`src/rtl/core/axcc_pkg.sv`:
```
// ----------------------------------------------------------------------------
// axcc_pkg
// Shared types and codes for the axis command check and convert block:
// sequencer states, error codes, configuration register indexes and command codes.
// ----------------------------------------------------------------------------
package axcc_pkg;

   // sequencer states, one-hot
   typedef enum logic [5:0] {
      S_IDLE    = 6'b000001,
      S_VEL     = 6'b000010,
      S_CHECK   = 6'b000100,
      S_MUL_LO  = 6'b001000,
      S_MUL_HI  = 6'b010000,
      S_FINISH  = 6'b100000
   } state_type;

   // rejection codes, first failing check wins
   typedef enum logic [2:0] {
      ERR_NONE         = 3'd0,
      ERR_POS_DISABLED = 3'd1,
      ERR_NEG_DISABLED = 3'd2,
      ERR_UPPER_LIMIT  = 3'd3,
      ERR_LOWER_LIMIT  = 3'd4
   } error_type;

   // configuration register indexes
   localparam logic [2:0] CSR_CYCLE_FREQUENCY = 3'd0;
   localparam logic [2:0] CSR_POSITIVE_ENABLE = 3'd1;
   localparam logic [2:0] CSR_NEGATIVE_ENABLE = 3'd2;
   localparam logic [2:0] CSR_UPPER_LIMIT     = 3'd3;
   localparam logic [2:0] CSR_LOWER_LIMIT     = 3'd4;
   localparam logic [2:0] CSR_ZERO_OFFSET     = 3'd5;
   localparam logic [2:0] CSR_COUNTS_SCALE    = 3'd6;
   localparam logic [2:0] CSR_OUTPUT_MODE     = 3'd7;

   // command codes
   localparam logic CMD_CHECK = 1'b0;
   localparam logic CMD_SYNC  = 1'b1;

endpackage

```
`src/rtl/core/axis_command_check_and_convert.sv`:
```
// ----------------------------------------------------------------------------
// axis_command_check_and_convert
// Checks one axis position command per control cycle against direction
// enables and soft limits, and converts accepted commands to drive counts.
// ----------------------------------------------------------------------------
// Usage:
//  - req_ channel carries one command word (command, position_command);
//    a word is taken when req_valid is high and req_stall is low.
//  - rsp_ channel returns one result word per command (accepted, error_code,
//    velocity_command, drive_counts); taken when rsp_valid and !rsp_stall.
//  - csr_ channel writes the configuration registers by index; csr_ready is
//    always high, writes are expected only while the block is idle.
//  - one shared 33x32 multiplier runs under a small sequencer: velocity
//    product, then the low and high partial products of the count scaling.
//    A check command that passes steps through S_VEL, S_CHECK, S_MUL_LO,
//    S_MUL_HI and S_FINISH, a rejected one through S_VEL, S_CHECK and
//    S_FINISH (no count scaling), a sync command through S_FINISH alone;
//    req_stall is high until S_IDLE, so no new word is taken while busy.
//  - the output register parts the two sides: a new word is accepted while
//    a result still waits; if the receiver stalls, the next result holds in
//    the last sequencer step and req_stall stays high until it is taken.
//  - reset loads the register defaults, clears the position history and
//    empties the output register.
// ----------------------------------------------------------------------------
module axis_command_check_and_convert (
   input  logic                clock,
   input  logic                reset,
   // command channel
   input  logic                req_valid,
   output logic                req_stall,
   input  logic                req_command,
   input  logic signed [31:0]  req_position_command,
   // result channel
   output logic                rsp_valid,
   input  logic                rsp_stall,
   output logic                rsp_accepted,
   output logic [2:0]          rsp_error_code,
   output logic signed [48:0]  rsp_velocity_command,
   output logic signed [31:0]  rsp_drive_counts,
   // configuration channel
   input  logic                csr_valid,
   output logic                csr_ready,
   input  logic [2:0]          csr_index,
   input  logic [32:0]         csr_data
);

   // configuration registers
   logic [15:0]        cycle_frequency_ff;
   logic               positive_enable_ff;
   logic               negative_enable_ff;
   logic signed [32:0] upper_limit_ff;
   logic signed [32:0] lower_limit_ff;
   logic signed [31:0] zero_offset_ff;
   logic signed [31:0] counts_scale_ff;
   logic               output_mode_ff;

   // sequencer and datapath registers
   axcc_pkg::state_type state_ff, state_in;
   logic signed [31:0] prev_ff;
   logic signed [31:0] pos_ff;
   logic               neg_ff;
   logic signed [48:0] vel_ff;
   logic [2:0]         err_ff;
   logic               use_scale_ff;
   logic               cnt_neg_ff;
   logic [16:0]        mx_hi_ff;
   logic [32:0]        mul_a_ff;
   logic [31:0]        mul_b_ff;
   logic [64:0]        prod_ff;
   logic [32:0]        rnd_ff;

   // output register
   logic               rsp_valid_ff;
   logic               rsp_accepted_ff;
   logic [2:0]         rsp_error_code_ff;
   logic signed [48:0] rsp_velocity_ff;
   logic signed [31:0] rsp_counts_ff;

   logic               req_take;
   logic               out_free;
   logic signed [32:0] diff;
   logic [32:0]        diff_mag;
   logic signed [48:0] vel;
   logic               vel_pos;
   logic               vel_neg;
   logic signed [32:0] raw;
   logic [2:0]         err;
   logic signed [48:0] src;
   logic [48:0]        src_mag;
   logic [31:0]        scale_mag;
   logic [64:0]        rnd_sum;
   logic [49:0]        q;
   logic signed [31:0] counts;

   assign req_take  = req_valid && !req_stall;
   assign out_free  = !rsp_valid_ff || !rsp_stall;
   assign req_stall = (state_ff != axcc_pkg::S_IDLE);
   assign csr_ready = 1'b1;

   // configuration writes
   always_ff @(posedge clock) begin
      if (reset) begin
         cycle_frequency_ff <= 16'd1000;
         positive_enable_ff <= 1'b1;
         negative_enable_ff <= 1'b1;
         upper_limit_ff     <= 33'sh0_FFFF_FFFF;
         lower_limit_ff     <= 33'sh1_0000_0000;
         zero_offset_ff     <= '0;
         counts_scale_ff    <= 32'sd65536;
         output_mode_ff     <= 1'b0;
      end else if (csr_valid && csr_ready) begin
         unique case (csr_index)
            axcc_pkg::CSR_CYCLE_FREQUENCY: cycle_frequency_ff <= csr_data[15:0];
            axcc_pkg::CSR_POSITIVE_ENABLE: positive_enable_ff <= csr_data[0];
            axcc_pkg::CSR_NEGATIVE_ENABLE: negative_enable_ff <= csr_data[0];
            axcc_pkg::CSR_UPPER_LIMIT:     upper_limit_ff     <= csr_data;
            axcc_pkg::CSR_LOWER_LIMIT:     lower_limit_ff     <= csr_data;
            axcc_pkg::CSR_ZERO_OFFSET:     zero_offset_ff     <= csr_data[31:0];
            axcc_pkg::CSR_COUNTS_SCALE:    counts_scale_ff    <= csr_data[31:0];
            axcc_pkg::CSR_OUTPUT_MODE:     output_mode_ff     <= csr_data[0];
            default: ;
         endcase
      end
   end

   // position difference magnitude for the velocity product
   always_comb begin
      diff     = 33'(req_position_command) - 33'(prev_ff);
      diff_mag = diff[32] ? 33'(-diff) : 33'(diff);
   end

   // velocity, offset position and checks
   always_comb begin
      vel     = neg_ff ? -$signed(prod_ff[48:0]) : $signed(prod_ff[48:0]);
      vel_pos = (prod_ff[48:0] != '0) && !neg_ff;
      vel_neg = (prod_ff[48:0] != '0) && neg_ff;
      raw     = 33'(pos_ff) + 33'(zero_offset_ff);
      priority if (vel_pos && !positive_enable_ff)
         err = axcc_pkg::ERR_POS_DISABLED;
      else if (vel_neg && !negative_enable_ff)
         err = axcc_pkg::ERR_NEG_DISABLED;
      else if (vel_pos && (raw > upper_limit_ff))
         err = axcc_pkg::ERR_UPPER_LIMIT;
      else if (vel_neg && (raw < lower_limit_ff))
         err = axcc_pkg::ERR_LOWER_LIMIT;
      else
         err = axcc_pkg::ERR_NONE;
      src       = output_mode_ff ? vel : 49'(raw);
      src_mag   = src[48] ? 49'(-src) : 49'(src);
      scale_mag = counts_scale_ff[31] ? 32'(-counts_scale_ff) : 32'(counts_scale_ff);
   end

   // rounding of the low partial product, final sum and saturation
   always_comb begin
      rnd_sum = {1'b0, prod_ff[63:0]} + 65'h0_8000_0000;
      q       = 50'(prod_ff[47:0]) + 50'(rnd_ff);
      if (!use_scale_ff)
         counts = '0;
      else if (cnt_neg_ff)
         counts = (q >= 50'h0_8000_0000) ? 32'sh8000_0000 : 32'(-$signed(q));
      else
         counts = (q > 50'h0_7FFF_FFFF) ? 32'sh7FFF_FFFF : 32'(q);
   end

   // next sequencer state
   always_comb begin
      state_in = state_ff;
      unique case (state_ff)
         axcc_pkg::S_IDLE: begin
            if (req_take)
               state_in = (req_command == axcc_pkg::CMD_SYNC) ? axcc_pkg::S_FINISH
                                                                : axcc_pkg::S_VEL;
         end
         axcc_pkg::S_VEL:    state_in = axcc_pkg::S_CHECK;
         axcc_pkg::S_CHECK:  state_in = (err == axcc_pkg::ERR_NONE) ? axcc_pkg::S_MUL_LO
                                                                      : axcc_pkg::S_FINISH;
         axcc_pkg::S_MUL_LO: state_in = axcc_pkg::S_MUL_HI;
         axcc_pkg::S_MUL_HI: state_in = axcc_pkg::S_FINISH;
         axcc_pkg::S_FINISH: begin
            if (out_free)
               state_in = axcc_pkg::S_IDLE;
         end
         default: state_in = axcc_pkg::S_IDLE;
      endcase
   end

   // control state
   always_ff @(posedge clock) begin
      if (reset) begin
         state_ff <= axcc_pkg::S_IDLE;
         prev_ff  <= '0;
      end else begin
         state_ff <= state_in;
         // history reload on sync, or on a command that passed the checks
         if (req_take && (req_command == axcc_pkg::CMD_SYNC))
            prev_ff <= req_position_command;
         else if ((state_ff == axcc_pkg::S_CHECK) && (err == axcc_pkg::ERR_NONE))
            prev_ff <= pos_ff;
      end
   end

   // shared multiplier, product registered every cycle
   always_ff @(posedge clock) begin
      prod_ff <= 65'(mul_a_ff) * 65'(mul_b_ff);
   end

   // datapath registers
   always_ff @(posedge clock) begin
      unique case (state_ff)
         axcc_pkg::S_IDLE: begin
            if (req_take) begin
               pos_ff   <= req_position_command;
               neg_ff   <= diff[32];
               mul_a_ff <= diff_mag;
               mul_b_ff <= 32'(cycle_frequency_ff);
               vel_ff   <= '0;
               err_ff   <= axcc_pkg::ERR_NONE;
               use_scale_ff <= 1'b0;
            end
         end
         axcc_pkg::S_CHECK: begin
            vel_ff       <= vel;
            err_ff       <= err;
            use_scale_ff <= (err == axcc_pkg::ERR_NONE);
            cnt_neg_ff   <= src[48] ^ counts_scale_ff[31];
            mx_hi_ff     <= src_mag[48:32];
            mul_a_ff     <= 33'(src_mag[31:0]);
            mul_b_ff     <= scale_mag;
         end
         axcc_pkg::S_MUL_LO: begin
            mul_a_ff <= 33'(mx_hi_ff);
         end
         axcc_pkg::S_MUL_HI: begin
            rnd_ff <= rnd_sum[64:32];
         end
         default: ;
      endcase
   end

   // output register
   always_ff @(posedge clock) begin
      if (reset) begin
         rsp_valid_ff <= 1'b0;
      end else if ((state_ff == axcc_pkg::S_FINISH) && out_free) begin
         rsp_valid_ff <= 1'b1;
      end else if (!rsp_stall) begin
         rsp_valid_ff <= 1'b0;
      end
   end

   always_ff @(posedge clock) begin
      if ((state_ff == axcc_pkg::S_FINISH) && out_free) begin
         rsp_accepted_ff   <= (err_ff == axcc_pkg::ERR_NONE);
         rsp_error_code_ff <= err_ff;
         rsp_velocity_ff   <= vel_ff;
         rsp_counts_ff     <= counts;
      end
   end

   assign rsp_valid            = rsp_valid_ff;
   assign rsp_accepted         = rsp_accepted_ff;
   assign rsp_error_code       = rsp_error_code_ff;
   assign rsp_velocity_command = rsp_velocity_ff;
   assign rsp_drive_counts     = rsp_counts_ff;

   // a rejected word carries an error code and no counts
   a_reject_no_counts: assert property (@(posedge clock) disable iff (reset)
      (rsp_valid && !rsp_accepted) |->
         (rsp_drive_counts == '0) && (rsp_error_code != axcc_pkg::ERR_NONE))
      else $error("rejected result carries counts or no error code");

   // an accepted word never carries an error code
   a_accept_no_error: assert property (@(posedge clock) disable iff (reset)
      (rsp_valid && rsp_accepted) |-> (rsp_error_code == axcc_pkg::ERR_NONE))
      else $error("accepted result carries an error code");

   // history only moves after reset, on a taken command word or in the check state
   a_history_update: assert property (@(posedge clock) disable iff (reset)
      !$stable(prev_ff) |->
         $past(reset) || $past(req_valid && !req_stall) ||
         $past(state_ff == axcc_pkg::S_CHECK))
      else $error("position history changed outside an update");

   // a finished result lands in the output register once it is free
   a_result_loaded: assert property (@(posedge clock) disable iff (reset)
      ((state_ff == axcc_pkg::S_FINISH) && out_free) |=>
         rsp_valid && (state_ff == axcc_pkg::S_IDLE))
      else $error("finished result not presented");

endmodule
```
`config.mk`:
```
export PLATFORM = sky130hd
export DESIGN_NAME = axis_command_check_and_convert
export DESIGN_NICKNAME = d
export VERILOG_FILES = /design/src/rtl/core/axcc_pkg.sv /design/src/rtl/core/axis_command_check_and_convert.sv
export SDC_FILE = /design/constraint.sdc
export NUM_CORES = 2
export LEC_CHECK = 0
export BUFFER_PORTS_ARGS = -buffer_cell sky130_fd_sc_hd__clkbuf_2
export CORE_ASPECT_RATIO = 1.25
export CORE_MARGIN = 1
export CORE_UTILIZATION = 55
export CTS_CLUSTER_DIAMETER = 200
export DETAILED_ROUTE_END_ITERATION = 8
export PLACE_DENSITY = 0.71
export SLEW_MARGIN = 10
export SYNTH_ARGS = -nofsm -noshare
export SYNTH_HDL_FRONTEND = slang
export SYNTH_SLANG_ARGS = --single-unit
```
`constraint.sdc`:
```
create_clock -name clock -period 13.1 [get_ports clock]
set_input_delay 3.275 -clock clock [delete_from_list [all_inputs] [get_ports clock]]
set_output_delay 3.275 -clock clock [all_outputs]
set_load 0.005 [all_outputs]
```
==> Word level (Yosys, flattened, before mapping) <==
Index checks and enable logic that the tools add are counted.
{ "word_totals": {"reg_bits": 539, "latchBits": 0, "ramBits": 0, "mem_bits_ro": 0, "inputBits": 74, "out_inout_bits": 88, "mem_count": 0} }
{ "op_classes": {"n_addsub": 9, "mul": 1, "div_mod_pow": 0, "n_lt_le_gt_ge": 4, "n_eq_ne": 17, "n_shift": 0, "mux": 31, "bitwise_logic": 1, "n_reduce_logical": 36} }
{ "op_table": {"columns": ["cell", "count"], "rows": [
  ["32-bit 2-to-1 mux", 7],
  ["49-bit 2-to-1 mux", 3],
  ["33-bit case mux with 3 select lines", 1],
  ["49-bit negator", 2],
  ["49-bit case mux with 2 select lines", 1],
  ["33-bit 2-to-1 mux", 2],
  ["64-bit by 32-bit adder with 65-bit output, second input constant", 1],
  ["33-bit by 32-bit multiplier with 64-bit output", 1],
  ["32-bit negator", 2],
  ["32-bit case mux with 2 select lines", 1],
  ["48-bit by 33-bit adder with 49-bit output", 1],
  ["49-bit by 32-bit >= comparator with 1-bit output, second input constant", 1],
  ["49-bit by 31-bit > comparator with 1-bit output, second input constant", 1],
  ["49-bit nonzero test", 1],
  ["48-bit 2-to-1 mux", 1],
  ["6-bit case mux with 6 select lines", 1],
  ["32-bit by 32-bit adder with 33-bit output", 1],
  ["33-bit > comparator", 1],
  ["33-bit < comparator", 1],
  ["33-bit negator", 1],
  ["32-bit by 32-bit subtractor with 33-bit output", 1],
  ["6-bit 2-to-1 mux", 4],
  ["2-bit AND reduction", 12],
  ["3-bit 2-to-1 mux", 5],
  ["22 further kinds", 46]
]} }

==> Logic depth before layout (Yosys ltp) <==
{ "logic_depth": {"ltp_word": 11, "depth_mapped": 31, "depth_no_buf": 29} }

==> Worst setup path after synthesis <==
Ideal clock, no wire load.
{ "synth_timing": {"path_type": "input -> register", "from": "input rsp_stall", "to": "register rsp_accepted_ff, in the netlist rsp_accepted, enable pin", "setup_time_ns": 0.556, "t_arrival_ns": 7.407, "required_time_ns": 12.544, "setup_slack_ns": 5.137, "stages": 1, "n_path_buf": 0, "cell_sequence": "a21oi_1"} }
{ "synth_between": {"elab_chain_cells": 3} }
{ "synth_lines": {"columns": ["element", "line_no", "source"], "rows": [
  ["start, declared", "axis_command_check_and_convert.sv:35", "input logic rsp_stall,"],
  ["1-bit logical NOT", null, null],
  ["1-bit logical OR", "axis_command_check_and_convert.sv:96", "assign out_free = !rsp_valid_ff || !rsp_stall;"],
  ["1-bit logical AND", "axis_command_check_and_convert.sv:252", "if ((state_ff == axcc_pkg::S_FINISH) && out_free) begin"],
  ["end signal, assigned", "axis_command_check_and_convert.sv:253", "rsp_accepted_ff <= (err_ff == axcc_pkg::ERR_NONE);"],
  ["end, declared", "axis_command_check_and_convert.sv:74", "logic rsp_accepted_ff;"]
]} }
No other way between the ends.
A chain may end at the register's enable or synchronous reset.

==> Worst setup path in the final report <==
{ "layout_timing": {"from": "register mul_a_ff[4]", "to": "register prod_ff[55]"} }
{ "layout_between": {"elab_chain_cells": 1} }
{ "layout_lines": {"columns": ["element", "line_no", "source"], "rows": [
  ["start, declared", "axis_command_check_and_convert.sv:67", "logic [32:0] mul_a_ff;"],
  ["start signal, assigned", "axis_command_check_and_convert.sv:214", "mul_a_ff <= diff_mag;"],
  ["start signal, assigned", "axis_command_check_and_convert.sv:227", "mul_a_ff <= 33'(src_mag[31:0]);"],
  ["start signal, assigned", "axis_command_check_and_convert.sv:231", "mul_a_ff <= 33'(mx_hi_ff);"],
  ["33-bit by 32-bit multiplier with 64-bit output", "axis_command_check_and_convert.sv:204", "prod_ff <= 65'(mul_a_ff) * 65'(mul_b_ff);"],
  ["end signal, assigned", "axis_command_check_and_convert.sv:204", null],
  ["end, declared", "axis_command_check_and_convert.sv:69", "logic [64:0] prod_ff;"]
]} }
No other way between the ends.

==> summary.md <==
| Metric | Value |
|---|---|
| Final hold violations | `0` |
| Setup TNS | `0 ns` |
| Hold WC Path Type | `reg -> reg` |
| Grt ovf | `0` |
| Synth unique cells | `93` |
| Clock-pin slew on the worst setup and hold paths | `roughly 0.070 ns` |
| Final worst path period share | `~70%` |
| Setup Viol. Count Final | `0` |
| WL/cell | `23.1 um` |
| Worst-Margin Slew | `about 1.3 ns` |
| Primary FF master, synth | `edfxtp_1` |
| Status | `completed` |
| Initial detailed-routing violation count | `4590` |
| First-pass GRT wire length | `between 300000 and 400000 um` |
| RR Endpoint | `prod_ff[55]` |
| Syn-to-layout area delta | `5.96%` |
| Nets@finish | `around 9000` |
| Dpl hpwl | `~160000 um` |
| Share of flip-flops with an asynchronous set or reset | `0%` |
| Hold-fix buffers, CTS | `0` |
| Top cells by area, synth | `fa_1 (28%), edfxtp_1 (13%), ha_1 (8.1%)` |
| Initial DRT Pass Iterations | `6` |
| Crit-path leading delay family | `adder cells` |
| Final setup margin | `approximately 4 ns` |
| Sink Count | `about 540` |
| Largest area contributor in the netlist | `fa_1` |
| Resized cells post-CTS | `0` |
| CP Capture Type | `register` |
| Initial Util | `a little under three fifths` |
| Worst-path fanout max | `20` |
| Placed cells | `8845` |
| EDFF count, synth | `287` |
| Crit path buf inv count | `9` |
| Post-Syn Area | `about 0.066 mm^2` |
| H-Tree Level Count | `2` |
| Clk buf depth | `3` |
| Die height | `about 390 um` |
| GRT Util Overall | `around 34%` |
| Reg2Reg Depth | `30` |
| WP data required | `~14 ns` |
| Largest net degree at the start of global routing | `~90` |
| Most common library cell in the layout ignoring fill and taps | `nand2_1` |
| I/O Pins | `approximately 160` |
| Syn_nets | `a little under 9000` |
| Placer Congestion | `between 1 and 1.5` |
| Share of cells above drive strength 1 | `between 5 and 6%` |
| Critical path's slowest cell | `edfxtp_1` |
| Clock latency on the worst-skew pair | `around 0.65 ns` |
| Mapped Cells | `between 7000 and 8000` |
| Startpoint types | `register` |
| Vias in the first global route | `54800` |
| Place WS | `roughly 4.2 ns` |
| Slew margin rel. | `15.0%` |
| CORE AREA | `~0.12 mm^2` |
| Antenna Violating Nets Remaining | `0` |
| Vias | `between 50000 and 60000` |
| Stages on worst setup path | `30` |
| WP data arrival | `~9.6 ns` |
| RSZ-0062 raised after global routing | `false` |
| Most frequent cells in the layout | `nand2_1 (1109), inv_1 (1085), fa_1 (928)` |
| Total CTS buffers | `53` |
| Mean Syn Cell Area | `roughly 9.0 um^2` |
| FMAX | `roughly 110 MHz` |
| Worst R2R Start | `mul_a_ff[4]` |
| Via-per-instance ratio | `~5.9` |
| CTS tree | `built` |
| Max Slew Vio Count | `0` |
| Critical Path Sink | `prod_ff[55]` |
| Crit Path Category | `reg -> reg` |
| Max_cap viols | `0` |
| Ys Warns | `0` |
| Post-route minimum period | `slightly above 9 ns` |
| Register area share after synthesis | `20.6%` |
| Die width | `313 um` |
| Root Buffer | `clkbuf_16` |
| Worst hold slack | `about 0.42 ns` |
| Port Buffers | `between 150 and 200` |
| Antenna violations before repair | `8` |
| # DRC | `0` |
| Row Count | `142` |
| Die Area | `approximately 0.12 mm^2` |
| CP Launch Point | `mul_a_ff[4]` |
| Layout Cells excl Fill | `8949` |
| Worst stage delay on the critical path | `approximately 0.9 ns` |
| Reg2Reg Setup Slack | `roughly 4 ns` |
| Yosys reg bits | `between 500 and 600` |
| WL final | `between 200000 and 250000 um` |
| Worst Skew | `around 0.041 ns` |
| Number of setup buffers added after CTS | `0` |
| Share of the synthesized area in the top cell type | `between 20 and 30%` |
[synthesized netlist by cell type (all sizes together), types with 28 or more instances]
cell / instances
nor2: 280
nand2: 1112
ha: 428
inv: 1085
o21ai: 234
o21a: 32
nor2b: 43
or3: 46
nand2b: 30
fa: 928
a211oi: 74
o31ai: 44
nand3: 89
and2: 530
xnor2: 172
mux2i: 57
clkbuf: 388
nand4: 80
nor3: 83
dfxtp: 252
a21oi: 312
o211ai: 64
xor2: 153
a21o: 93
or2: 28
and3: 48
a31oi: 36
edfxtp: 287
[state kept, by name (all words and copies together) (netlist names), 3 cells and up]
register,cells
zero_offset_ff,32
mul_a_ff,33
rsp_velocity_command,49
rsp_drive_counts,32
mx_hi_ff,17
rnd_ff,33
lower_limit_ff,33
prev_ff,32
pos_ff,32
rsp_error_code,3
vel_ff,49
counts_scale_ff,32
prod_ff,64
cycle_frequency_ff,16
upper_limit_ff,33
mul_b_ff,32
err_ff,3
state_ff,6
[metrics by stage]
step	util [%]	instance area, um^2
after global routing	58.7	70300
after detailed placement	57.1	68400
final	58.7	70300
after CTS	58.7	70300
after global placement	57.1	68400
after floorplan	-	66300
[cell families (layout without fill, tap and decap cells)]
group                    count (synthesis)  in the layout  synth area share, %
other                                    1              5              0.00565
XOR/XNOR                               325            325                 4.29
AND/OR/NAND/NOR                       2486           2486                 18.2
adder cells (fa/ha/maj)               1356           1356                 36.1
multiplexers                            62             62                0.945
flip-flops                             539            539                 20.6
buffers and inverters                 1493           1448                 8.50
AO/OA/AOI/OAI                         1144           1144                 11.3
[layer usage]
layer	routed length, um	vias up	track usage (%)	share of wire [%]
li1	-	23900	-	-
met1	75000	26600	39.7	36
met2	102000	2045	58.8	49
met3	12700	594	4.02	6.1
met4	17100	2	24.3	8.3
met5	13	-	0	0.0063
[area by class of cell]
| cell class | instances | area (um^2) |
|---|---|---|
| clock inverter | 37 | 432 |
| multi-input combinational | 5374 | 47100 |
| sequential | 539 | 13700 |
| antenna | 4 | 10.0 |
| timing repair buffer | 262 | 1570 |
| inverter | 1086 | 4080 |
| tap | 1584 | 1980 |
| clock buffer | 63 | 1460 |
| fill | 10600 | 49500 |
[worst register-to-register path, delay by kind of cell, from the launching register on]
kind | cells | cell delay, ns
xor gates and xnor gates | 1 | 0.16
and+or+nand+nor | 2 | 0.40
adders and majority gates | 9 | 3.94
DFF | 1 | 0.91
buffers and inverters | 9 | 0.83
AOI/OAI and AO/OA | 9 | 2.77
[how the worst min path moves through the flow]
stage / startpoint / end / slack [ns] / depth (start not counted)
after detailed placement: vel_ff[16] / rsp_velocity_command[16] / 0.40 / 0
after CTS: vel_ff[47] / rsp_velocity_command[47] / 0.41 / 0
after floorplan: vel_ff[0] / rsp_velocity_command[0] / 0.40 / 0
after global routing: vel_ff[47] / rsp_velocity_command[47] / 0.42 / 0
final: vel_ff[23] / rsp_velocity_command[23] / 0.42 / 0
after global placement: vel_ff[45] / rsp_velocity_command[45] / 0.40 / 0
Power is left out: the tool's default activity adds up to more than one toggle a clock period on the data nets, which glitch-free logic cannot reach.
